[src/design/sha1bh_pkg.sv]
// sha1bh_pkg: shared types, constants and round functions for the sha-1 block hash core
// no dependencies
`default_nettype none

package sha1bh_pkg;

    localparam int SHA1BH_WORDS       = 16;
    localparam int SHA1BH_ROUNDS      = 80;
    localparam int SHA1BH_DIGEST      = 5;
    localparam int SHA1BH_QUEUE_DEPTH = 2;

    localparam logic [31:0] SHA1BH_IV [SHA1BH_DIGEST] = '{
        32'h6745_2301, 32'hEFCD_AB89, 32'h98BA_DCFE, 32'h1032_5476, 32'hC3D2_E1F0
    };

    localparam logic [6:0] SHA1BH_STAGE1 = 7'd20;
    localparam logic [6:0] SHA1BH_STAGE2 = 7'd40;
    localparam logic [6:0] SHA1BH_STAGE3 = 7'd60;

    typedef struct packed {
        logic [SHA1BH_WORDS-1:0][31:0] words;
        logic                          init;
        logic                          fin;
    } sha1bh_blk_t;

    typedef struct packed {
        logic        valid;
        sha1bh_blk_t blk;
    } sha1bh_push_t;

    function automatic logic [31:0] sha1bh_f(input logic [6:0] rnd, input logic [31:0] b,
                                             input logic [31:0] c, input logic [31:0] d);
        logic [31:0] r;
        if (rnd < SHA1BH_STAGE1)
            r = (b & c) | (~b & d);
        else if (rnd >= SHA1BH_STAGE2 && rnd < SHA1BH_STAGE3)
            r = (b & c) | (b & d) | (c & d);
        else
            r = b ^ c ^ d;
        return r;
    endfunction

    function automatic logic [31:0] sha1bh_k(input logic [6:0] rnd);
        logic [31:0] r;
        if (rnd < SHA1BH_STAGE1)
            r = 32'h5A82_7999;
        else if (rnd < SHA1BH_STAGE2)
            r = 32'h6ED9_EBA1;
        else if (rnd < SHA1BH_STAGE3)
            r = 32'h8F1B_BCDC;
        else
            r = 32'hCA62_C1D6;
        return r;
    endfunction

endpackage

`default_nettype wire

[src/design/sha1bh_front.sv]
// sha1bh_front: takes message words, tracks the word position and assembles 16-word blocks
// depends on sha1bh_pkg; pushes finished blocks into sha1bh_fifo
`default_nettype none

module sha1bh_front
    import sha1bh_pkg::*;
(
    input  wire logic         clk,
    input  wire logic         rst_n,
    input  wire logic         message_valid,
    output logic              message_ready,
    input  wire logic [31:0]  message_word,
    input  wire logic         first_block,
    input  wire logic         end_of_message,
    input  wire logic         queue_full,
    output sha1bh_push_t      push
);

    localparam logic [3:0] LAST_POS = 4'(SHA1BH_WORDS - 1);

    logic [3:0]  pos_reg;
    logic [3:0]  pos_eff;
    logic [31:0] buf_reg [SHA1BH_WORDS];
    logic        init_reg;
    logic        accept;

    assign pos_eff       = first_block ? 4'd0 : pos_reg;
    assign message_ready = !queue_full || (pos_reg != LAST_POS);
    assign accept        = message_valid && message_ready;

    always_ff @(posedge clk or negedge rst_n)
    begin
        if (!rst_n)
            pos_reg <= '0;
        else if (accept)
            pos_reg <= pos_eff + 4'd1;
    end

    always_ff @(posedge clk)
    begin
        if (accept)
        begin
            buf_reg[pos_eff] <= message_word;
            if (pos_eff == 4'd0)
                init_reg <= first_block;
        end
    end

    // block goes out together with its sixteenth word
    always_comb
    begin
        push.valid     = accept && (pos_eff == LAST_POS);
        push.blk.init  = init_reg;
        push.blk.fin   = end_of_message;
        for (int j = 0; j < SHA1BH_WORDS; j++)
            push.blk.words[j] = (j == SHA1BH_WORDS - 1) ? message_word : buf_reg[j];
    end

endmodule

`default_nettype wire

[src/design/sha1bh_fifo.sv]
// sha1bh_fifo: short block queue between the front and the compression engine
// depends on sha1bh_pkg for the block type
`default_nettype none

module sha1bh_fifo
    import sha1bh_pkg::*;
#(
    parameter int DEPTH = SHA1BH_QUEUE_DEPTH
)
(
    input  wire logic         clk,
    input  wire logic         rst_n,
    input  wire sha1bh_push_t push,
    output logic              full,
    input  wire logic         pop,
    output sha1bh_blk_t       pop_data,
    output logic              empty
);

    localparam int PW = (DEPTH > 1) ? $clog2(DEPTH) : 1;
    localparam int CW = $clog2(DEPTH + 1);
    localparam logic [PW-1:0] LAST_PTR = PW'(DEPTH - 1);

    sha1bh_blk_t       mem_reg [DEPTH];
    logic [PW-1:0]     wr_ptr_reg;
    logic [PW-1:0]     rd_ptr_reg;
    logic [CW-1:0]     count_reg;
    logic              do_push;
    logic              do_pop;

    assign full     = (count_reg == CW'(DEPTH));
    assign empty    = (count_reg == '0);
    assign do_push  = push.valid && !full;
    assign do_pop   = pop && !empty;
    assign pop_data = mem_reg[rd_ptr_reg];

    always_ff @(posedge clk)
    begin
        if (do_push)
            mem_reg[wr_ptr_reg] <= push.blk;
    end

    always_ff @(posedge clk or negedge rst_n)
    begin
        if (!rst_n)
        begin
            wr_ptr_reg <= '0;
            rd_ptr_reg <= '0;
            count_reg  <= '0;
        end
        else
        begin
            if (do_push)
                wr_ptr_reg <= (wr_ptr_reg == LAST_PTR) ? '0 : wr_ptr_reg + PW'(1);
            if (do_pop)
                rd_ptr_reg <= (rd_ptr_reg == LAST_PTR) ? '0 : rd_ptr_reg + PW'(1);
            if (do_push && !do_pop)
                count_reg <= count_reg + CW'(1);
            else if (do_pop && !do_push)
                count_reg <= count_reg - CW'(1);
        end
    end

endmodule

`default_nettype wire

[src/design/sha1bh_back.sv]
// sha1bh_back: one-round-per-cycle sha-1 compression, chaining words and digest output
// depends on sha1bh_pkg; pops blocks from sha1bh_fifo
`default_nettype none

module sha1bh_back
    import sha1bh_pkg::*;
(
    input  wire logic         clk,
    input  wire logic         rst_n,
    input  wire logic         queue_empty,
    input  wire sha1bh_blk_t  blk,
    output logic              pop,
    output logic              digest_valid,
    input  wire logic         digest_ready,
    output logic [31:0]       digest_word,
    output logic [2:0]        digest_index,
    output logic              last
);

    typedef enum logic [3:0] {
        ST_IDLE  = 4'b0001,
        ST_ROUND = 4'b0010,
        ST_FINAL = 4'b0100,
        ST_EMIT  = 4'b1000
    } state_t;

    localparam logic [6:0] LAST_RND = 7'(SHA1BH_ROUNDS - 1);
    localparam logic [2:0] LAST_IDX = 3'(SHA1BH_DIGEST - 1);

    state_t      state_reg, state_next;
    logic [6:0]  rnd_reg;
    logic [2:0]  idx_reg;
    logic        fin_reg;
    logic [31:0] cv_reg [SHA1BH_DIGEST];
    logic [31:0] a_reg, b_reg, c_reg, d_reg, e_reg;
    logic [31:0] w_reg [SHA1BH_WORDS];
    logic [31:0] tmp;
    logic [31:0] w_mix;
    logic [31:0] w_new;
    logic        out_xfer;

    assign pop      = (state_reg == ST_IDLE) && !queue_empty;
    assign out_xfer = digest_valid && digest_ready;

    assign tmp   = {a_reg[26:0], a_reg[31:27]} + sha1bh_f(rnd_reg, b_reg, c_reg, d_reg)
                   + e_reg + sha1bh_k(rnd_reg) + w_reg[0];
    assign w_mix = w_reg[13] ^ w_reg[8] ^ w_reg[2] ^ w_reg[0];
    assign w_new = {w_mix[30:0], w_mix[31]};

    always_comb
    begin
        state_next = state_reg;
        unique case (state_reg)
            ST_IDLE:
                if (pop)
                    state_next = ST_ROUND;
            ST_ROUND:
                if (rnd_reg == LAST_RND)
                    state_next = ST_FINAL;
            ST_FINAL:
                state_next = fin_reg ? ST_EMIT : ST_IDLE;
            ST_EMIT:
                if (out_xfer && idx_reg == LAST_IDX)
                    state_next = ST_IDLE;
            default:
                state_next = ST_IDLE;
        endcase
    end

    always_ff @(posedge clk or negedge rst_n)
    begin
        if (!rst_n)
        begin
            state_reg <= ST_IDLE;
            rnd_reg   <= '0;
            idx_reg   <= '0;
            for (int i = 0; i < SHA1BH_DIGEST; i++)
                cv_reg[i] <= SHA1BH_IV[i];
        end
        else
        begin
            state_reg <= state_next;
            if (pop)
            begin
                rnd_reg <= '0;
                idx_reg <= '0;
                if (blk.init)
                    for (int i = 0; i < SHA1BH_DIGEST; i++)
                        cv_reg[i] <= SHA1BH_IV[i];
            end
            if (state_reg == ST_ROUND)
                rnd_reg <= rnd_reg + 7'd1;
            if (state_reg == ST_FINAL)
            begin
                cv_reg[0] <= cv_reg[0] + a_reg;
                cv_reg[1] <= cv_reg[1] + b_reg;
                cv_reg[2] <= cv_reg[2] + c_reg;
                cv_reg[3] <= cv_reg[3] + d_reg;
                cv_reg[4] <= cv_reg[4] + e_reg;
            end
            if (state_reg == ST_EMIT && out_xfer && idx_reg != LAST_IDX)
                idx_reg <= idx_reg + 3'd1;
        end
    end

    // working variables and schedule window
    always_ff @(posedge clk)
    begin
        if (pop)
        begin
            fin_reg <= blk.fin;
            a_reg   <= blk.init ? SHA1BH_IV[0] : cv_reg[0];
            b_reg   <= blk.init ? SHA1BH_IV[1] : cv_reg[1];
            c_reg   <= blk.init ? SHA1BH_IV[2] : cv_reg[2];
            d_reg   <= blk.init ? SHA1BH_IV[3] : cv_reg[3];
            e_reg   <= blk.init ? SHA1BH_IV[4] : cv_reg[4];
            for (int j = 0; j < SHA1BH_WORDS; j++)
                w_reg[j] <= blk.words[j];
        end
        else if (state_reg == ST_ROUND)
        begin
            a_reg <= tmp;
            b_reg <= a_reg;
            c_reg <= {b_reg[1:0], b_reg[31:2]};
            d_reg <= c_reg;
            e_reg <= d_reg;
            for (int j = 0; j < SHA1BH_WORDS - 1; j++)
                w_reg[j] <= w_reg[j + 1];
            w_reg[SHA1BH_WORDS - 1] <= w_new;
        end
    end

    assign digest_valid = (state_reg == ST_EMIT);
    assign digest_word  = cv_reg[idx_reg];
    assign digest_index = idx_reg;
    assign last         = (idx_reg == LAST_IDX);

endmodule

`default_nettype wire

[src/design/sha1_block_hash_core.sv]
// sha1_block_hash_core: sha-1 compression of a padded message fed as 32-bit big-endian words
// a block's digest word 0 shows once its sixteenth word has been queued and popped into the engine;
// each 16-word block takes a load, 80 rounds and a chaining add in the single round unit, while the
// front keeps taking words until the queue fills; a final block then emits its five digest words
// reset: asynchronous, clears position, queue and engine state; chaining words load the sha-1 iv
// depends on sha1bh_pkg, sha1bh_front, sha1bh_fifo, sha1bh_back
`default_nettype none

module sha1_block_hash_core
    import sha1bh_pkg::*;
#(
    parameter int QUEUE_DEPTH = SHA1BH_QUEUE_DEPTH
)
(
    input  wire logic         clk,
    input  wire logic         rst_n,
    input  wire logic         message_valid,
    output logic              message_ready,
    input  wire logic [31:0]  message_word,
    input  wire logic         first_block,
    input  wire logic         end_of_message,
    output logic              digest_valid,
    input  wire logic         digest_ready,
    output logic [31:0]       digest_word,
    output logic [2:0]        digest_index,
    output logic              last
);

    sha1bh_push_t push;
    sha1bh_blk_t  head_blk;
    logic         queue_full;
    logic         queue_empty;
    logic         pop;

    sha1bh_front u_front (
        .clk            (clk),
        .rst_n          (rst_n),
        .message_valid  (message_valid),
        .message_ready  (message_ready),
        .message_word   (message_word),
        .first_block    (first_block),
        .end_of_message (end_of_message),
        .queue_full     (queue_full),
        .push           (push)
    );

    sha1bh_fifo #(
        .DEPTH (QUEUE_DEPTH)
    ) u_fifo (
        .clk      (clk),
        .rst_n    (rst_n),
        .push     (push),
        .full     (queue_full),
        .pop      (pop),
        .pop_data (head_blk),
        .empty    (queue_empty)
    );

    sha1bh_back u_back (
        .clk          (clk),
        .rst_n        (rst_n),
        .queue_empty  (queue_empty),
        .blk          (head_blk),
        .pop          (pop),
        .digest_valid (digest_valid),
        .digest_ready (digest_ready),
        .digest_word  (digest_word),
        .digest_index (digest_index),
        .last         (last)
    );

endmodule

`default_nettype wire

[config.mk]
export PLATFORM = sky130hd
export DESIGN_NAME = sha1_block_hash_core
export DESIGN_NICKNAME = d
export VERILOG_FILES = /design/src/design/sha1bh_pkg.sv /design/src/design/sha1bh_front.sv /design/src/design/sha1bh_fifo.sv /design/src/design/sha1bh_back.sv /design/src/design/sha1_block_hash_core.sv
export SDC_FILE = /design/constraint.sdc
export NUM_CORES = 2
export LEC_CHECK = 0
export BUFFER_PORTS_ARGS = -buffer_cell sky130_fd_sc_hd__buf_2
export CORE_ASPECT_RATIO = 2
export CORE_MARGIN = 2
export CORE_UTILIZATION = 60
export DETAILED_ROUTE_END_ITERATION = 8
export GPL_ROUTABILITY_DRIVEN = 1
export PLACE_DENSITY = 0.76
export SLEW_MARGIN = 40
export SYNTH_ARGS = -nofsm -noshare
export SYNTH_HDL_FRONTEND = slang
export SYNTH_SLANG_ARGS = --single-unit
[constraint.sdc]
create_clock -name clk -period 116.3 [get_ports clk]
set_input_delay 29.075 -clock clk [delete_from_list [all_inputs] [get_ports clk]]
set_output_delay 29.075 -clock clk [all_outputs]
set_load 0.005 [all_outputs]
# ---- Word-level counts from Yosys, hierarchy flattened
# Memories as Yosys holds them, arrays and structs flattened.
# Index checks and enable logic that the tools add are counted.
dict set report op_classes {
  add_sub_neg 16
  n_lt_le_gt_ge 5
  n_eq_ne 13
  n_mux 65
  bitwise_logic 30
  reduce_logical 27
}
# operator n
set op_table {}
lappend op_table {{2-to-1 mux 32 bit} 37}
lappend op_table {{2-to-1 mux 160 bit} 3}
lappend op_table {{adder 32 bit} 9}
lappend op_table {{bitwise XOR 32 bit} 5}
lappend op_table {{bitwise AND 32 bit} 4}
lappend op_table {{binary-select mux 32 bit (select 3 bit)} 1}
lappend op_table {{OR 32 bit} 3}
lappend op_table {{inverter 32 bit} 1}
lappend op_table {{2-to-1 mux 31 bit} 1}
lappend op_table {{2-to-1 mux 4 bit} 5}
lappend op_table {{OR 1 bit} 16}
lappend op_table {{case mux 4 bit (4 select lines)} 1}
lappend op_table {{< comparator 7 x 6 -> 1 bit, second input constant} 2}
lappend op_table {{2-to-1 mux 7 bit} 2}
lappend op_table {{logical AND 1 bit} 12}
lappend op_table {{2-to-1 mux 1 bit} 11}
lappend op_table {{nonzero test 2 bit} 5}
lappend op_table {{equality test 4 bit, second input constant} 2}
lappend op_table {{adder 7 x 1 -> 7 bit, second input constant} 1}
lappend op_table {{equality test 7 bit, second input constant} 1}
lappend op_table {{>= comparator 7 x 6 -> 1 bit, second input constant} 1}
lappend op_table {{< comparator 7 x 5 -> 1 bit, second input constant} 1}
lappend op_table {{2-to-1 mux 3 bit} 2}
lappend op_table {{adder 4 x 1 -> 4 bit, second input constant} 1}
lappend op_table {{other kinds (22)} 29}
dict set report totals {
  reg_bits 344
  mem_bits_rw 2052
  in_bits 38
  mem_count 3
}
# name depth word_bits rd rd_ports_with_merged_regs write_ports line
set mem_list {}
lappend mem_list {u_fifo.mem_reg 2 514 1 0 1 sha1bh_fifo.sv:24} ;# sha1bh_blk_t mem_reg [DEPTH];
lappend mem_list {u_back.w_reg 16 32 16 0 16 sha1bh_back.sv:36} ;# logic [31:0] w_reg [SHA1BH_WORDS];
lappend mem_list {u_front.buf_reg 16 32 15 0 1 sha1bh_front.sv:23} ;# logic [31:0] buf_reg [SHA1BH_WORDS];

# ---- Longest topological paths before layout
dict set report logic_depth {
  word_depth 11
  depth_mapped 26
}

# ---- Cells and area by module
# Synthesis repeated with hierarchy kept, for this count alone.
dict set report hier_totals {
  cells_unflattened 7472
  hier_area_um2 103773.3
}
# module n_inst cells_each area_each_um2
set by_module_without_submodules {}
lappend by_module_without_submodules {sha1bh_back 1 5287 50000.5}
lappend by_module_without_submodules {sha1bh_fifo 1 1618 38699.6}
lappend by_module_without_submodules {sha1bh_front 1 567 15073.2}

# ---- Worst setup path after synthesis
# Ideal clock, no wire load.
dict set report synth_path {
  kind {input to register}
  startpoint {input first_block}
  endpoint {memory u_fifo.mem_reg[0][0] (netlist name), enable pin}
  setup_time_ns 2.650
  t_arrival_ns 77.608
  setup_slack_ns 36.042
  stages 6
  path_buffers 1
  path_cell_list {clkbuf_1 nand2b_1 inv_1 ha_1 nand2_1 nor4_1}
}
dict set report synth_via {
  elab_chain_len 6
}
# item line
set synth_rtl {}
lappend synth_rtl {{start: declaration} sha1_block_hash_core.sv:20} ;# input wire logic first_block,
lappend synth_rtl {{2-to-1 mux 4 bit} sha1bh_front.sv:27} ;# assign pos_eff = first_block ? 4'd0 : pos_reg;
lappend synth_rtl {{equality test 4 bit} sha1bh_front.sv:52} ;# push.valid = accept && (pos_eff == LAST_POS);
lappend synth_rtl {{logical AND 1 bit} sha1bh_front.sv:52}
lappend synth_rtl {{logical AND 1 bit} sha1bh_fifo.sv:33} ;# assign do_push = push.valid && !full;
lappend synth_rtl {{2-to-1 mux 1 bit} sha1bh_fifo.sv:39} ;# if (do_push)
lappend synth_rtl {{2-to-1 mux 1 bit (implied by the code)} sha1bh_fifo.sv:40} ;# mem_reg[wr_ptr_reg] <= push.blk;
lappend synth_rtl {{end: declaration} sha1bh_fifo.sv:24}
# No other way between the ends.

# ---- Final worst setup path
dict set report layout_path {
  startpoint {register u_back.idx_reg[1] (netlist: u_back.digest_index[1])}
  endpoint {output digest_word[3]}
}
dict set report layout_via {
  elab_chain_len 4
}
# item line
set layout_rtl {}
lappend layout_rtl {{start: declaration} sha1bh_back.sv:32} ;# logic [2:0] idx_reg;
lappend layout_rtl {{start signal: assignment} sha1bh_back.sv:102} ;# idx_reg <= idx_reg + 3'd1;
lappend layout_rtl {{inverter 3 -> 4 bit (implied by the code)} sha1bh_back.sv:134} ;# assign digest_word = cv_reg[idx_reg];
lappend layout_rtl {{binary-select mux 32 bit (select 3 bit)} sha1bh_back.sv:134}
lappend layout_rtl {{2-to-1 mux 32 bit (implied by the code) (2 in series)} sha1bh_back.sv:134}
lappend layout_rtl {{end: declaration} sha1_block_hash_core.sv:24} ;# output logic [31:0] digest_word,
# No other way between the ends. The select of a mux whose other input is x is not followed.

==> flow_summary.yaml <==
outcome:
  status: "finished clean"
timing:
  slew_viol_final: 0
  hold_violations: 0
  fmax_mhz: 31.0
  setup_tns_ns: 0
  slew-limit-headroom_pct: 33.2
  worst_pin_slew_ns: 0.992
  skew_ns: 0.0763
  min_period_over_period_pct: 27.7
  setup_viol: 0
  fin_hold_ws_ns: 0.392
  rsz0062_at_grt: "false"
  post-route-min-period_ns: 32.21
final_layout:
  utilization_pct: 66.4
  nets: 7391
  instances_no_fill: 9291
  largest_register_ffs: 1028
  drive_gt1_share_pct: 9.13
  syn2layout_area_growth_pct: 9.82
drt:
  wl_mm: 246
  drc_errors: 0
  drt_iter0_drc: 4822
  drtAntennaViolNets: 0
  dr.pass1.iters: 6
  detail_route.wl_per_cell_um: 26.5
  viasPerCell: 6.19
  vias: 57500
cts:
  clk_pin_slew_ns: 0.07
  cts_hold_buf: 0
  postCtsResizedCells: 0
  clk_path_buf_depth: 4
  cts_num_sinks: 2364
  cts_tree: "yes"
  clockRootBuffer: "clkbuf_16"
  cts_buffers: 196
  cts_setup_buffers: 0
  cts.htree.levels: 4
  insertion_delay_ns: 0.84
floorplan:
  start_util_pct: 60.5
  die_w_um: 293
  fp-row-count: 211
  die_y_um: 581
  dieArea_um2: 170000
  io_pins: 76
  core_um2: 165000
yosys:
  async_reset_ff_share_pct: 7.70
  netlist_area_um2: 100000
  synth_top_area_cell: "edfxtp_1"
  avgSynthCellArea_um2: 14.4
  synth.distinct_cells: 88
  yosysTopAreaCellShare_pct: 65.6
  ys_warn_count: 0
  netlist_instances: 6924
  synth.area.top_cells: "edfxtp_1 66%, mux2i_1 5.2%, ha_1 2.9%, o21ai_0 2.6%, dfrtp_1 2.5%"
  synth_flop_cell: "edfxtp_1"
  synth_edf_count: 2182
  synth_seq_area_share_pct: 70.2
  synth_fp_nets: 7314
  synth_seq_cells: 2364
critical_path:
  crit_type: "reg2out"
  cp_slowest_stage_delay_ns: 0.65
  cp_top_family: "buffers and inverters"
  rrSetupSlack_ns: 108.21
  crit_fanout: 35
  slowest_stage: "buf_4"
  critPathArrivalTime_ns: 3.13
  path_buf_inv: 3
  start_kind: "register"
  path_cells: "buf_4 > mux4_2 > inv_1 > o21ai_0 > buf_2"
  crit_required_ns: 87.22
  end_kind: "output pin"
power:
  leakage_nw: 43.8
  power_switching_share_pct: 19.2
  pwr-share-clk_pct: 42.0
  ir_drop_uv: 14.1
  power_frac_comb_pct: 0.6
  seqPwrFrac_pct: 57.4
  p_total_w: 0.00161
  p_int_w: 0.00130
  power_density_nw_per_um2: 14.7
  p_sw_w: 0.000310
place:
  portBuffers: 75
  dp_cells: 8929
  gp_congestion: 1.01
  dpl.hpwl_mm: 156
run:
  max-cap-violations: 0
worst_hold_path:
  hold_path.class: "reg2reg"
global_routing:
  grt_pass1_vias: 59700
  grt_pass1_wl_mm: 365
  grt_antenna_before_repair: 12
  grt_start_max_net_pins: 212
  grt_use_total_pct: 29.0
  overflow: 0
-- metal layers --
layer / part of all wire (%) / global-route usage [%]
met4: 8.9 / 22.0
met3: 5.2 / 4.25
met2: 52 / 51.7
met1: 34 / 30.8
met5: 0 / 0
-- cell usage in the layout, fill, tap and decap left out, drive strengths merged, types with 16 or more instances in the layout --
cell      instances
mux2i           518
inv             238
mux4             32
a21oi           482
and2             20
xor2            116
buf             169
o21a             22
nand3           112
o32ai            23
clkbuf          238
edfxtp         2182
fa              124
nor3             35
bufinv           26
ha              228
clkinv           69
dfrtp           101
nand2b           25
o21ai           529
clkinvlp         16
xnor2           145
o31ai            21
nor2b            42
and3             27
a21o            113
a31oi            16
nor2            536
nand2           644
dfstp            81
a211oi           17
o21bai           31
-- synthesized netlist by cell type, types with 25 or more instances --
| master | number |
|---|---|
| nand3_1 | 111 |
| a21oi_1 | 482 |
| mux2i_1 | 518 |
| dfrtp_1 | 101 |
| o21bai_1 | 31 |
| edfxtp_1 | 2182 |
| ha_1 | 228 |
| o21ai_0 | 525 |
| mux4_2 | 32 |
| nor3_1 | 35 |
| nor2_1 | 536 |
| a21o_1 | 110 |
| nand2b_1 | 25 |
| xnor2_1 | 145 |
| nor2b_1 | 42 |
| inv_1 | 232 |
| xor2_1 | 116 |
| clkbuf_1 | 274 |
| fa_1 | 124 |
| nand2_1 | 644 |
| and3_1 | 27 |
| dfstp_2 | 81 |
-- through the flow --
| step | worst slack, ns | area [um^2] |
|---|---|---|
| floorplan | 36.04 | 100000 |
| global placement | 83.12 | 103000 |
| detailed placement | 83.27 | 103000 |
| CTS | 84.10 | 110000 |
| global route | 84.00 | 110000 |
| finish | 84.09 | 110000 |
-- logic make-up (layout without fill, tap and decap cells) --
logic type	Yosys count	count (layout)	share of synthesized area (%)
buffers and inverters	526	756	1.98
AND/OR/NAND/NOR	1507	1507	6.36
adder cells (fa/ha/maj)	352	352	5.34
AO/OA/AOI/OAI	1361	1361	7.88
XOR/XNOR	261	261	2.29
multiplexers	553	553	5.94
flip-flops	2364	2364	70.2
other	0	7	0
-- path summary, 6_finish.rpt --
| check | from | endpoint | cells past startpoint |
|---|---|---|---|
| min reg2reg | u_front.buf_reg[5][23] | u_fifo.mem_reg[1][185] | 0 |
| max in group asynchronous | rst_n | u_back.digest_index[2] | 3 |
| min in group asynchronous | rst_n | u_back.cv_reg[72] | 1 |
| max reg2reg | u_back.rnd_reg[3] | u_back.a_reg[31] | 28 |
| max | u_back.digest_index[1] | digest_word[3] | 5 |
| min | u_front.buf_reg[5][23] | u_fifo.mem_reg[1][185] | 0 |
-- layout make-up --
| class | instances | area [um^2] |
|---|---|---|
| timing repair buffer | 171 | 1460 |
| antenna | 7 | 17.5 |
| clock buffer | 236 | 5200 |
| inverter | 234 | 898 |
| sequential | 2364 | 70200 |
| tap | 2130 | 2670 |
| fill | 11300 | 55500 |
| multi-input combinational | 4034 | 28000 |
| clock inverter | 115 | 1310 |
-- power by group through the flow --
stage / combinational, W / clock, W / sequential (W)
after global placement: 0.00000960 / 0 / 0.000943
after detailed placement: 0.00000989 / 0 / 0.000943
after CTS: 0.00000991 / 0.000686 / 0.000925
after global routing: 0.0000106 / 0.000715 / 0.000925
after floorplan: 0.00000215 / 0 / 0.000943
final: 0.00000973 / 0.000677 / 0.000925
Power figures use the tool's default switching activity.
